<file path="src/hw/rtl/lstk_pkg.sv">
`timescale 1ns / 1ps

package lstk_pkg;

    localparam int unsigned WORD_W = 32;

    typedef enum logic [2:0] {
        OP_CLEAR    = 3'd0,
        OP_PUSH     = 3'd1,
        OP_POP      = 3'd2,
        OP_TRAVERSE = 3'd3,
        OP_PEEK     = 3'd4
    } t_op;

    typedef enum logic [1:0] {
        ST_OK       = 2'd0,
        ST_OVERFLOW = 2'd1,
        ST_EMPTY    = 2'd2
    } t_status;

    typedef struct packed {
        t_op                      op;
        logic signed [WORD_W-1:0] value;
    } t_cmd;

    // front-to-back command channel
    typedef struct packed {
        logic valid;
        t_cmd cmd;
    } t_cmd_chan;

    typedef struct packed {
        t_status                  status;
        logic signed [WORD_W-1:0] word;
        logic                     last;
    } t_result;

    // back-to-output-queue write channel
    typedef struct packed {
        logic    valid;
        t_result res;
    } t_res_chan;

    function automatic logic is_known_op(input logic [2:0] code);
        is_known_op = (code == OP_CLEAR) || (code == OP_PUSH) || (code == OP_POP)
                   || (code == OP_TRAVERSE) || (code == OP_PEEK);
    endfunction

endpackage

</file>
<file path="src/hw/rtl/lstk_front.sv">
`timescale 1ns / 1ps

module lstk_front (
    input  logic                            i_clk,
    input  logic                            i_rst_n,
    input  logic                            s_axis_tvalid,
    output logic                            s_axis_tready,
    input  logic [lstk_pkg::WORD_W-1:0]     s_axis_tdata,
    input  logic [7:0]                      s_axis_tuser,
    output lstk_pkg::t_cmd_chan             o_cmd,
    input  logic                            i_cmd_take
);

    lstk_pkg::t_cmd r_q [2];
    logic           r_wr_ptr, r_rd_ptr;
    logic [1:0]     r_occ;
    logic           push;
    logic           pop;

    assign s_axis_tready = (r_occ != 2'd2);
    // unknown selectors are swallowed here and never reach the back end
    assign push = s_axis_tvalid && s_axis_tready && lstk_pkg::is_known_op(s_axis_tuser[2:0]);
    assign pop  = i_cmd_take && (r_occ != 2'd0);

    assign o_cmd.valid = (r_occ != 2'd0);
    assign o_cmd.cmd   = r_q[r_rd_ptr];

    always_ff @(posedge i_clk) begin
        if (push) begin
            r_q[r_wr_ptr].op    <= lstk_pkg::t_op'(s_axis_tuser[2:0]);
            r_q[r_wr_ptr].value <= s_axis_tdata;
        end
    end

    always_ff @(posedge i_clk) begin
        if (!i_rst_n) begin
            r_wr_ptr <= 1'b0;
            r_rd_ptr <= 1'b0;
            r_occ    <= 2'd0;
        end else begin
            if (push) r_wr_ptr <= ~r_wr_ptr;
            if (pop)  r_rd_ptr <= ~r_rd_ptr;
            case ({push, pop})
                2'b10:   r_occ <= r_occ + 2'd1;
                2'b01:   r_occ <= r_occ - 2'd1;
                default: r_occ <= r_occ;
            endcase
        end
    end

endmodule

</file>
<file path="src/hw/rtl/lstk_back.sv">
`timescale 1ns / 1ps

module lstk_back #(
    parameter int unsigned DEPTH = 64
) (
    input  logic                 i_clk,
    input  logic                 i_rst_n,
    input  lstk_pkg::t_cmd_chan  i_cmd,
    output logic                 o_cmd_take,
    input  logic [2:0]           i_free,
    output lstk_pkg::t_res_chan  o_res
);

    localparam int unsigned AW = (DEPTH > 1) ? $clog2(DEPTH) : 1;
    localparam int unsigned CW = $clog2(DEPTH + 1);

    logic [lstk_pkg::WORD_W-1:0] r_mem [DEPTH];
    logic [lstk_pkg::WORD_W-1:0] r_rd_data;

    logic [CW-1:0] r_count, n_count;
    logic          r_trav,  n_trav;
    logic [AW-1:0] r_trav_idx, n_trav_idx;

    logic              r_p1_valid, n_p1_valid;
    lstk_pkg::t_status r_p1_status, n_p1_status;
    logic              r_p1_last, n_p1_last;
    logic              r_p1_mem, n_p1_mem;

    logic          credit;
    logic          rd_en, wr_en;
    logic [AW-1:0] rd_addr;
    logic [CW-1:0] cnt_m1, cnt_m2;
    logic          empty, full;

    // a slot must remain for the beat already in flight
    assign credit = (i_free > {2'b00, r_p1_valid});
    assign cnt_m1 = r_count - CW'(1);
    assign cnt_m2 = r_count - CW'(2);
    assign empty  = (r_count == '0);
    assign full   = (r_count == CW'(DEPTH));

    always_comb begin
        o_cmd_take  = 1'b0;
        rd_en       = 1'b0;
        rd_addr     = cnt_m1[AW-1:0];
        wr_en       = 1'b0;
        n_count     = r_count;
        n_trav      = r_trav;
        n_trav_idx  = r_trav_idx;
        n_p1_valid  = 1'b0;
        n_p1_status = lstk_pkg::ST_OK;
        n_p1_last   = 1'b1;
        n_p1_mem    = 1'b0;
        if (r_trav) begin
            if (credit) begin
                rd_en      = 1'b1;
                rd_addr    = r_trav_idx;
                n_p1_valid = 1'b1;
                n_p1_mem   = 1'b1;
                n_p1_last  = (r_trav_idx == '0);
                n_trav_idx = r_trav_idx - AW'(1);
                if (r_trav_idx == '0) n_trav = 1'b0;
            end
        end else if (i_cmd.valid && credit) begin
            o_cmd_take = 1'b1;
            n_p1_valid = 1'b1;
            unique case (i_cmd.cmd.op)
                lstk_pkg::OP_CLEAR: begin
                    n_count = '0;
                end
                lstk_pkg::OP_PUSH: begin
                    if (full) begin
                        n_p1_status = lstk_pkg::ST_OVERFLOW;
                    end else begin
                        wr_en   = 1'b1;
                        n_count = r_count + CW'(1);
                    end
                end
                lstk_pkg::OP_POP: begin
                    if (empty) begin
                        n_p1_status = lstk_pkg::ST_EMPTY;
                    end else begin
                        rd_en    = 1'b1;
                        n_p1_mem = 1'b1;
                        n_count  = cnt_m1;
                    end
                end
                lstk_pkg::OP_PEEK: begin
                    if (empty) begin
                        n_p1_status = lstk_pkg::ST_EMPTY;
                    end else begin
                        rd_en    = 1'b1;
                        n_p1_mem = 1'b1;
                    end
                end
                lstk_pkg::OP_TRAVERSE: begin
                    if (empty) begin
                        n_p1_status = lstk_pkg::ST_EMPTY;
                    end else begin
                        // top word now, the rest streams from the walk counter
                        rd_en      = 1'b1;
                        n_p1_mem   = 1'b1;
                        n_p1_last  = (r_count == CW'(1));
                        n_trav     = (r_count != CW'(1));
                        n_trav_idx = cnt_m2[AW-1:0];
                    end
                end
                default: begin
                    n_p1_valid = 1'b0;
                end
            endcase
        end
    end

    always_ff @(posedge i_clk) begin
        if (wr_en) r_mem[r_count[AW-1:0]] <= i_cmd.cmd.value;
        if (rd_en) r_rd_data <= r_mem[rd_addr];
    end

    always_ff @(posedge i_clk) begin
        r_p1_status <= n_p1_status;
        r_p1_last   <= n_p1_last;
        r_p1_mem    <= n_p1_mem;
        r_trav_idx  <= n_trav_idx;
    end

    always_ff @(posedge i_clk) begin
        if (!i_rst_n) begin
            r_count    <= '0;
            r_trav     <= 1'b0;
            r_p1_valid <= 1'b0;
        end else begin
            r_count    <= n_count;
            r_trav     <= n_trav;
            r_p1_valid <= n_p1_valid;
        end
    end

    assign o_res.valid      = r_p1_valid;
    assign o_res.res.status = r_p1_status;
    assign o_res.res.word   = r_p1_mem ? r_rd_data : '0;
    assign o_res.res.last   = r_p1_last;

    a_count_bound: assert property (@(posedge i_clk) disable iff (!i_rst_n)
        r_count <= CW'(DEPTH))
        else $error("entry count beyond capacity");

    a_walk_in_range: assert property (@(posedge i_clk) disable iff (!i_rst_n)
        r_trav |-> (CW'(r_trav_idx) < r_count))
        else $error("traverse index outside stored entries");

    a_no_cmd_in_walk: assert property (@(posedge i_clk) disable iff (!i_rst_n)
        r_trav |-> !o_cmd_take)
        else $error("command taken during traverse");

    a_count_frozen_in_walk: assert property (@(posedge i_clk) disable iff (!i_rst_n)
        (r_trav && $past(r_trav)) |-> $stable(r_count))
        else $error("count changed during traverse");

endmodule

</file>
<file path="src/hw/rtl/lstk_outq.sv">
`timescale 1ns / 1ps

module lstk_outq (
    input  logic                            i_clk,
    input  logic                            i_rst_n,
    input  lstk_pkg::t_res_chan             i_res,
    output logic [2:0]                      o_free,
    output logic                            m_axis_tvalid,
    input  logic                            m_axis_tready,
    output logic [lstk_pkg::WORD_W-1:0]     m_axis_tdata,
    output logic [7:0]                      m_axis_tuser,
    output logic                            m_axis_tlast
);

    lstk_pkg::t_result r_q [4];
    logic [1:0]        r_wr_ptr, r_rd_ptr;
    logic [2:0]        r_occ;
    logic              pop;
    lstk_pkg::t_result head;

    assign pop           = m_axis_tvalid && m_axis_tready;
    assign o_free        = 3'd4 - r_occ;
    assign head          = r_q[r_rd_ptr];
    assign m_axis_tvalid = (r_occ != 3'd0);
    assign m_axis_tdata  = head.word;
    assign m_axis_tuser  = {6'd0, head.status};
    assign m_axis_tlast  = head.last;

    always_ff @(posedge i_clk) begin
        if (i_res.valid) r_q[r_wr_ptr] <= i_res.res;
    end

    always_ff @(posedge i_clk) begin
        if (!i_rst_n) begin
            r_wr_ptr <= 2'd0;
            r_rd_ptr <= 2'd0;
            r_occ    <= 3'd0;
        end else begin
            if (i_res.valid) r_wr_ptr <= r_wr_ptr + 2'd1;
            if (pop)         r_rd_ptr <= r_rd_ptr + 2'd1;
            case ({i_res.valid, pop})
                2'b10:   r_occ <= r_occ + 3'd1;
                2'b01:   r_occ <= r_occ - 3'd1;
                default: r_occ <= r_occ;
            endcase
        end
    end

    a_no_overrun: assert property (@(posedge i_clk) disable iff (!i_rst_n)
        (i_res.valid && r_occ == 3'd4) |-> pop)
        else $error("result beat written into full queue");

endmodule

</file>
<file path="src/hw/rtl/lifo_stack_with_traverse.sv">
`timescale 1ns / 1ps

// LIFO stack of signed 32-bit words, up to DEPTH entries.
// Input stream: s_axis_tuser[2:0] selects clear/push/pop/traverse/peek,
// s_axis_tdata carries the word to push. Selectors 5..7 are dropped silently.
// Output stream: one beat per result; m_axis_tuser[1:0] is the status
// (ok, overflow, empty), m_axis_tdata the popped/peeked/traversed word or
// zero, m_axis_tlast marks the final beat caused by an input beat.
// Clear, push, pop and peek yield one beat; traverse yields one beat per
// stored word, top to bottom (one beat if the stack is empty).
// Input beats wait in the command queue; results are registered in the back
// end, then in the result queue. Throughput is one input beat per cycle for
// clear, push, pop and peek while the result queue has room; traverse holds
// the back end till each word is read through the storage's single read port.
// Reset empties the stack and both queues; stored words are not cleared.
// When the receiver stalls, a 4-beat result queue fills, the back end halts,
// the 2-entry command queue fills and s_axis_tready drops.
module lifo_stack_with_traverse #(
    parameter int unsigned DEPTH = 64
) (
    input  logic        i_clk,
    input  logic        i_rst_n,
    input  logic        s_axis_tvalid,
    output logic        s_axis_tready,
    input  logic [31:0] s_axis_tdata,   // [31:0] push_value
    input  logic [7:0]  s_axis_tuser,   // [2:0] func, [7:3] zero
    output logic        m_axis_tvalid,
    input  logic        m_axis_tready,
    output logic [31:0] m_axis_tdata,   // [31:0] data_word
    output logic [7:0]  m_axis_tuser,   // [1:0] status, [7:2] zero
    output logic        m_axis_tlast    // last_result
);

    lstk_pkg::t_cmd_chan cmd;
    lstk_pkg::t_res_chan res;
    logic                cmd_take;
    logic [2:0]          free;

    lstk_front u_front (
        .i_clk         (i_clk),
        .i_rst_n       (i_rst_n),
        .s_axis_tvalid (s_axis_tvalid),
        .s_axis_tready (s_axis_tready),
        .s_axis_tdata  (s_axis_tdata),
        .s_axis_tuser  (s_axis_tuser),
        .o_cmd         (cmd),
        .i_cmd_take    (cmd_take)
    );

    lstk_back #(
        .DEPTH (DEPTH)
    ) u_back (
        .i_clk      (i_clk),
        .i_rst_n    (i_rst_n),
        .i_cmd      (cmd),
        .o_cmd_take (cmd_take),
        .i_free     (free),
        .o_res      (res)
    );

    lstk_outq u_outq (
        .i_clk         (i_clk),
        .i_rst_n       (i_rst_n),
        .i_res         (res),
        .o_free        (free),
        .m_axis_tvalid (m_axis_tvalid),
        .m_axis_tready (m_axis_tready),
        .m_axis_tdata  (m_axis_tdata),
        .m_axis_tuser  (m_axis_tuser),
        .m_axis_tlast  (m_axis_tlast)
    );

endmodule
</file>
<file path="config.mk">
export PLATFORM = sky130hd
export DESIGN_NAME = lifo_stack_with_traverse
export DESIGN_NICKNAME = d
export VERILOG_FILES = /design/src/hw/rtl/lstk_pkg.sv /design/src/hw/rtl/lstk_front.sv /design/src/hw/rtl/lstk_back.sv /design/src/hw/rtl/lstk_outq.sv /design/src/hw/rtl/lifo_stack_with_traverse.sv
export SDC_FILE = /design/constraint.sdc
export NUM_CORES = 2
export LEC_CHECK = 0
export ABC_AREA = 0
export BUFFER_PORTS_ARGS = -buffer_cell sky130_fd_sc_hd__buf_2
export CAP_MARGIN = 20
export CORE_ASPECT_RATIO = 1.75
export CORE_MARGIN = 1.5
export CORE_UTILIZATION = 55
export DETAILED_ROUTE_END_ITERATION = 12
export PLACE_DENSITY = 0.74
export REMOVE_ABC_BUFFERS = 1
export SKIP_LAST_GASP = 1
export SYNTH_ARGS = -nofsm -noshare
export SYNTH_HDL_FRONTEND = slang
export SYNTH_SLANG_ARGS = --single-unit
</file>
<file path="constraint.sdc">
create_clock -name i_clk -period 4.6 [get_ports i_clk]
set_input_delay 0.23 -clock i_clk [delete_from_list [all_inputs] [get_ports i_clk]]
set_output_delay 0.23 -clock i_clk [all_outputs]
set_load 0.03 [all_outputs]
</file>
==> flow_metrics.py <==
metrics = {
    "global_routing": {
        "grt_use_total": 0.2927,
        "grt_antenna_before_repair": 26,
        "grt_max_degree": 89,
        "grt_pass1_vias": 48310,
        "grt_pass1_wl_um": 340000,
        "overflow": 0,
    },
    "sta": {
        "clock.fmax_mhz": 223.0,
        "setup_viol": 0,
        "tns_ps": 0,
        "maxSlewViolCount": 0,
        "worstMarginPinSlew_ps": 1222,
        "grt_setup_unrepaired": "no",
        "post-route-period-util": 0.9749,
        "fin_ws_ps": 115.4,
        "hold_violations": 0,
        "skew_ps": 54.55,
        "relSlewSlack": 0.1792,
        "min_period_ps": 4485,
    },
    "synthesis": {
        "syn_avg_cell_area_um2": 19.64,
        "synth.most_common_cell": "edfxtp_1",
        "synthesis.area_um2": 90000,
        "seq_area_frac_synth": 0.7721,
        "synth_cells": 4582,
        "synth-simple-area-share": 0.03059,
        "synthTopCellsByArea": "edfxtp_1 (77%), mux4_2 (7.8%), mux2i_1 (4.7%), o221ai_1 (1.6%), nand2_1 (0.87%)",
        "synth_edf_count": 2296,
        "postSynth.asyncResetShare": 0,
        "yosys.area_share.xor_xnor": 0.002044,
        "synth_warnings": 0,
        "yosysTopAreaCellShare": 0.7661,
        "synth_compound_gate_area_share": 0.04402,
        "synth-seq-cells": 2323,
        "synthFlopType": "edfxtp_1",
        "synthDistinctLibCells": 75,
        "synthTopCellsByCount": "edfxtp_1 (2296), mux2i_1 (419), mux4_2 (313)",
        "synth_area_leader_cell": "edfxtp_1",
        "synth-adder-area-share": 0.002864,
        "muxShareOfSynthArea": 0.1323,
        "synth_top_family_by_area": "multiplexers",
    },
    "setup_path": {
        "critical_path_arrival_ps": 5190,
        "crit_required_ps": 5310,
        "slowest_stage": "nor3_1",
        "worstSetupPathType": "register to register",
        "crit_family": "simple AND/OR/NAND/NOR gates",
        "r2r.worst_path.cells": 14,
        "crit_fanout": 30,
        "slowest_delay_ps": 830,
        "worstSetupStartpointType": "register",
        "worst-path-buf-inv": 4,
        "cp_num_cells": 14,
        "setup.worst_path.end_class": "register",
        "cp_cell_sequence": "inv_1 -> ha_1 -> ha_1 -> nand2b_4 -> o21a_1 -> o21ai_4 -> buf_12 -> buf_12 -> buf_4 -> mux2i_1 -> o221ai_1 -> a21oi_1 -> nor3_1 -> or4_1",
    },
    "routing": {
        "drtAntennaViolNets": 0,
        "routed_wl_um": 243400,
        "drt-wirelength-per-cell_um": 33.41,
        "drtIter0Drc": 6087,
        "vias": 48090,
        "drtPass1Iterations": 6,
        "drc_errors": 0,
        "vias_per_cell": 6.602,
    },
    "die": {
        "num_rows": 196,
        "start_util": 0.5527,
        "die_w_um": 308.8,
        "die_h_um": 538.1,
        "io_pins": 87,
        "die_area_um2": 166200,
        "placeableCoreArea_um2": 162800,
    },
    "flow_run": {
        "drv_cap": 0,
    },
    "clock_tree": {
        "cts_tree": "yes",
        "cts_max_level": 4,
        "clk_pin_slew_ps": 70,
        "clkSinkCount": 2323,
        "insertion_delay_ps": 860,
        "clockRootBuffer": "clkbuf_16",
        "ctsLongestPathBuffers": 4,
        "numCtsBuffers": 195,
    },
    "placement": {
        "dpl_worst_slack_ps": 138.8,
        "dp_hpwl_um": 142900,
        "port_buffers": 75,
        "globalplace.congestion": 0.9643,
    },
    "min_path": {
        "hold_class": "input port to register",
        "whs_path_depth": 2,
    },
    "cells_and_area": {
        "areaGrowthSynthToFinish_pct": 13.84,
        "final_nets": 5010,
        "fillCellCount": 10810,
        "final_layout_size_suffix_gt1_frac": 0.2219,
    },
    "power": {
        "leakagePower_uw": 0.03181,
        "power-per-cell-area_nw_per_um2": 534.9,
        "ir_drop_uv": 503.9,
    },
    "outcome": {
        "status": "finished, final reports clean",
    },
}
==> repair_timing <==
item / 4_1_cts / 5_1_grt
hold endpoints to repair: 92 / 0
setup endpoints to repair: 0 / 2
buffers inserted: 0 / 1
gates resized for setup: 0 / 2
hold buffers: 39 / 0
==> through the flow <==
| step | total power (µW) | hold slack [ps] | instances | util | area (µm²) |
|---|---|---|---|---|---|
| 6_report | 54800 | 94.55 | 7284 | 0.6292 | 102500 |
| 5_1_grt | 55990 | 103.7 | 7277 | 0.6290 | 102400 |
| 4_1_cts | 54540 | 60.76 | 7264 | 0.6283 | 102300 |
| 3_5_place_dp | 38240 | 422.8 | 6882 | 0.5874 | 95650 |
| 3_3_place_gp | 37960 | 417.5 | 6880 | 0.5871 | 95610 |
| 2_1_floorplan | 34670 | 328.9 | 4320 | - | 88670 |
==> report_power, final <==
group	internal, µW	switching (µW)
combinational	4310	9020
sequential	24800	153
clock	9250	7300
total	38300	16500
==> final cells by class <==
type                       instances  area [µm²]  area share
antenna                           14       35.03   0.0003420
clock buffer                     250        5213     0.05088
clock inverter                    93        1061     0.01036
inverter                          27       101.3   0.0009892
multi-input combinational       1970       19710      0.1924
sequential                      2323       69490      0.6783
tap                             2178        2725     0.02660
timing repair buffer             429        4115     0.04017
==> cell families (layout without fill, tap and decap cells) <==
kind of cell    count (synthesis)  after routing
mux                           791            791
xor+xnor                       21             21
compound gates                554            554
flops                        2323           2323
other cells                     1             20
fa+ha+maj                      20             20
buf+inv                       294            799
simple gates                  578            578
==> worst reg2reg max path, cell delays in order, from the launching register on <==
cell      delay [ps]
dfxtp_1          350
inv_1             90
ha_1             200
ha_1             310
nand2b_4         110
o21a_1           370
o21ai_4          340
buf_12           220
buf_12           260
buf_4            480
mux2i_1          180
o221ai_1         280
a21oi_1          110
nor3_1           830
or4_1            230
==> layer usage <==
layer / track usage / vias to the layer above / wire (µm)
li1: - / 19620 / -
met1: 0.3323 / 24750 / 79140
met2: 0.4987 / 2982 / 122100
met3: 0.05360 / 712 / 21960
met4: 0.2099 / 20 / 20040
met5: 0 / - / 136
==> cells in the final DEF, fill, tap and decap left out, types with 57 or more instances in the layout <==
cell type,count
edfxtp_1,2296
mux2i_1,416
mux4_2,313
buf_4,236
nand2_1,207
clkbuf_16,201
o221ai_1,167
a21oi_1,122
o22ai_1,93
buf_12,77
buf_2,75
nand3_1,68
nor3_1,68
nor2_4,67
mux2_2,57
==> state kept, by name, summed over array words and instances (netlist names), named ones only <==
name / count
u_back.r_count: 7
u_back.r_mem: 2048
u_back.r_p1_last: 1
u_back.r_p1_mem: 1
u_back.r_p1_status: 2
u_back.r_p1_valid: 1
u_back.r_rd_data: 32
u_back.r_trav: 1
u_back.r_trav_idx: 6
u_front.r_occ: 2
u_front.r_q: 70
u_front.r_rd_ptr: 1
u_front.r_wr_ptr: 1
u_outq.r_occ: 3
u_outq.r_q: 140
u_outq.r_rd_ptr: 2
u_outq.r_wr_ptr: 2
==> final timing paths <==
check	start	to	slack, ps
worst max-delay path	u_outq.r_occ[0]	u_back.r_rd_data[13]	120
worst min-delay path	s_axis_tdata[15]	u_front.r_q[0][15]	90
worst max register to register	u_outq.r_occ[0]	u_back.r_rd_data[13]	120
worst min register to register	u_back.r_p1_status[1]	u_outq.r_q[1][34]	490
No activity file was read; power rests on OpenSTA's default activity.
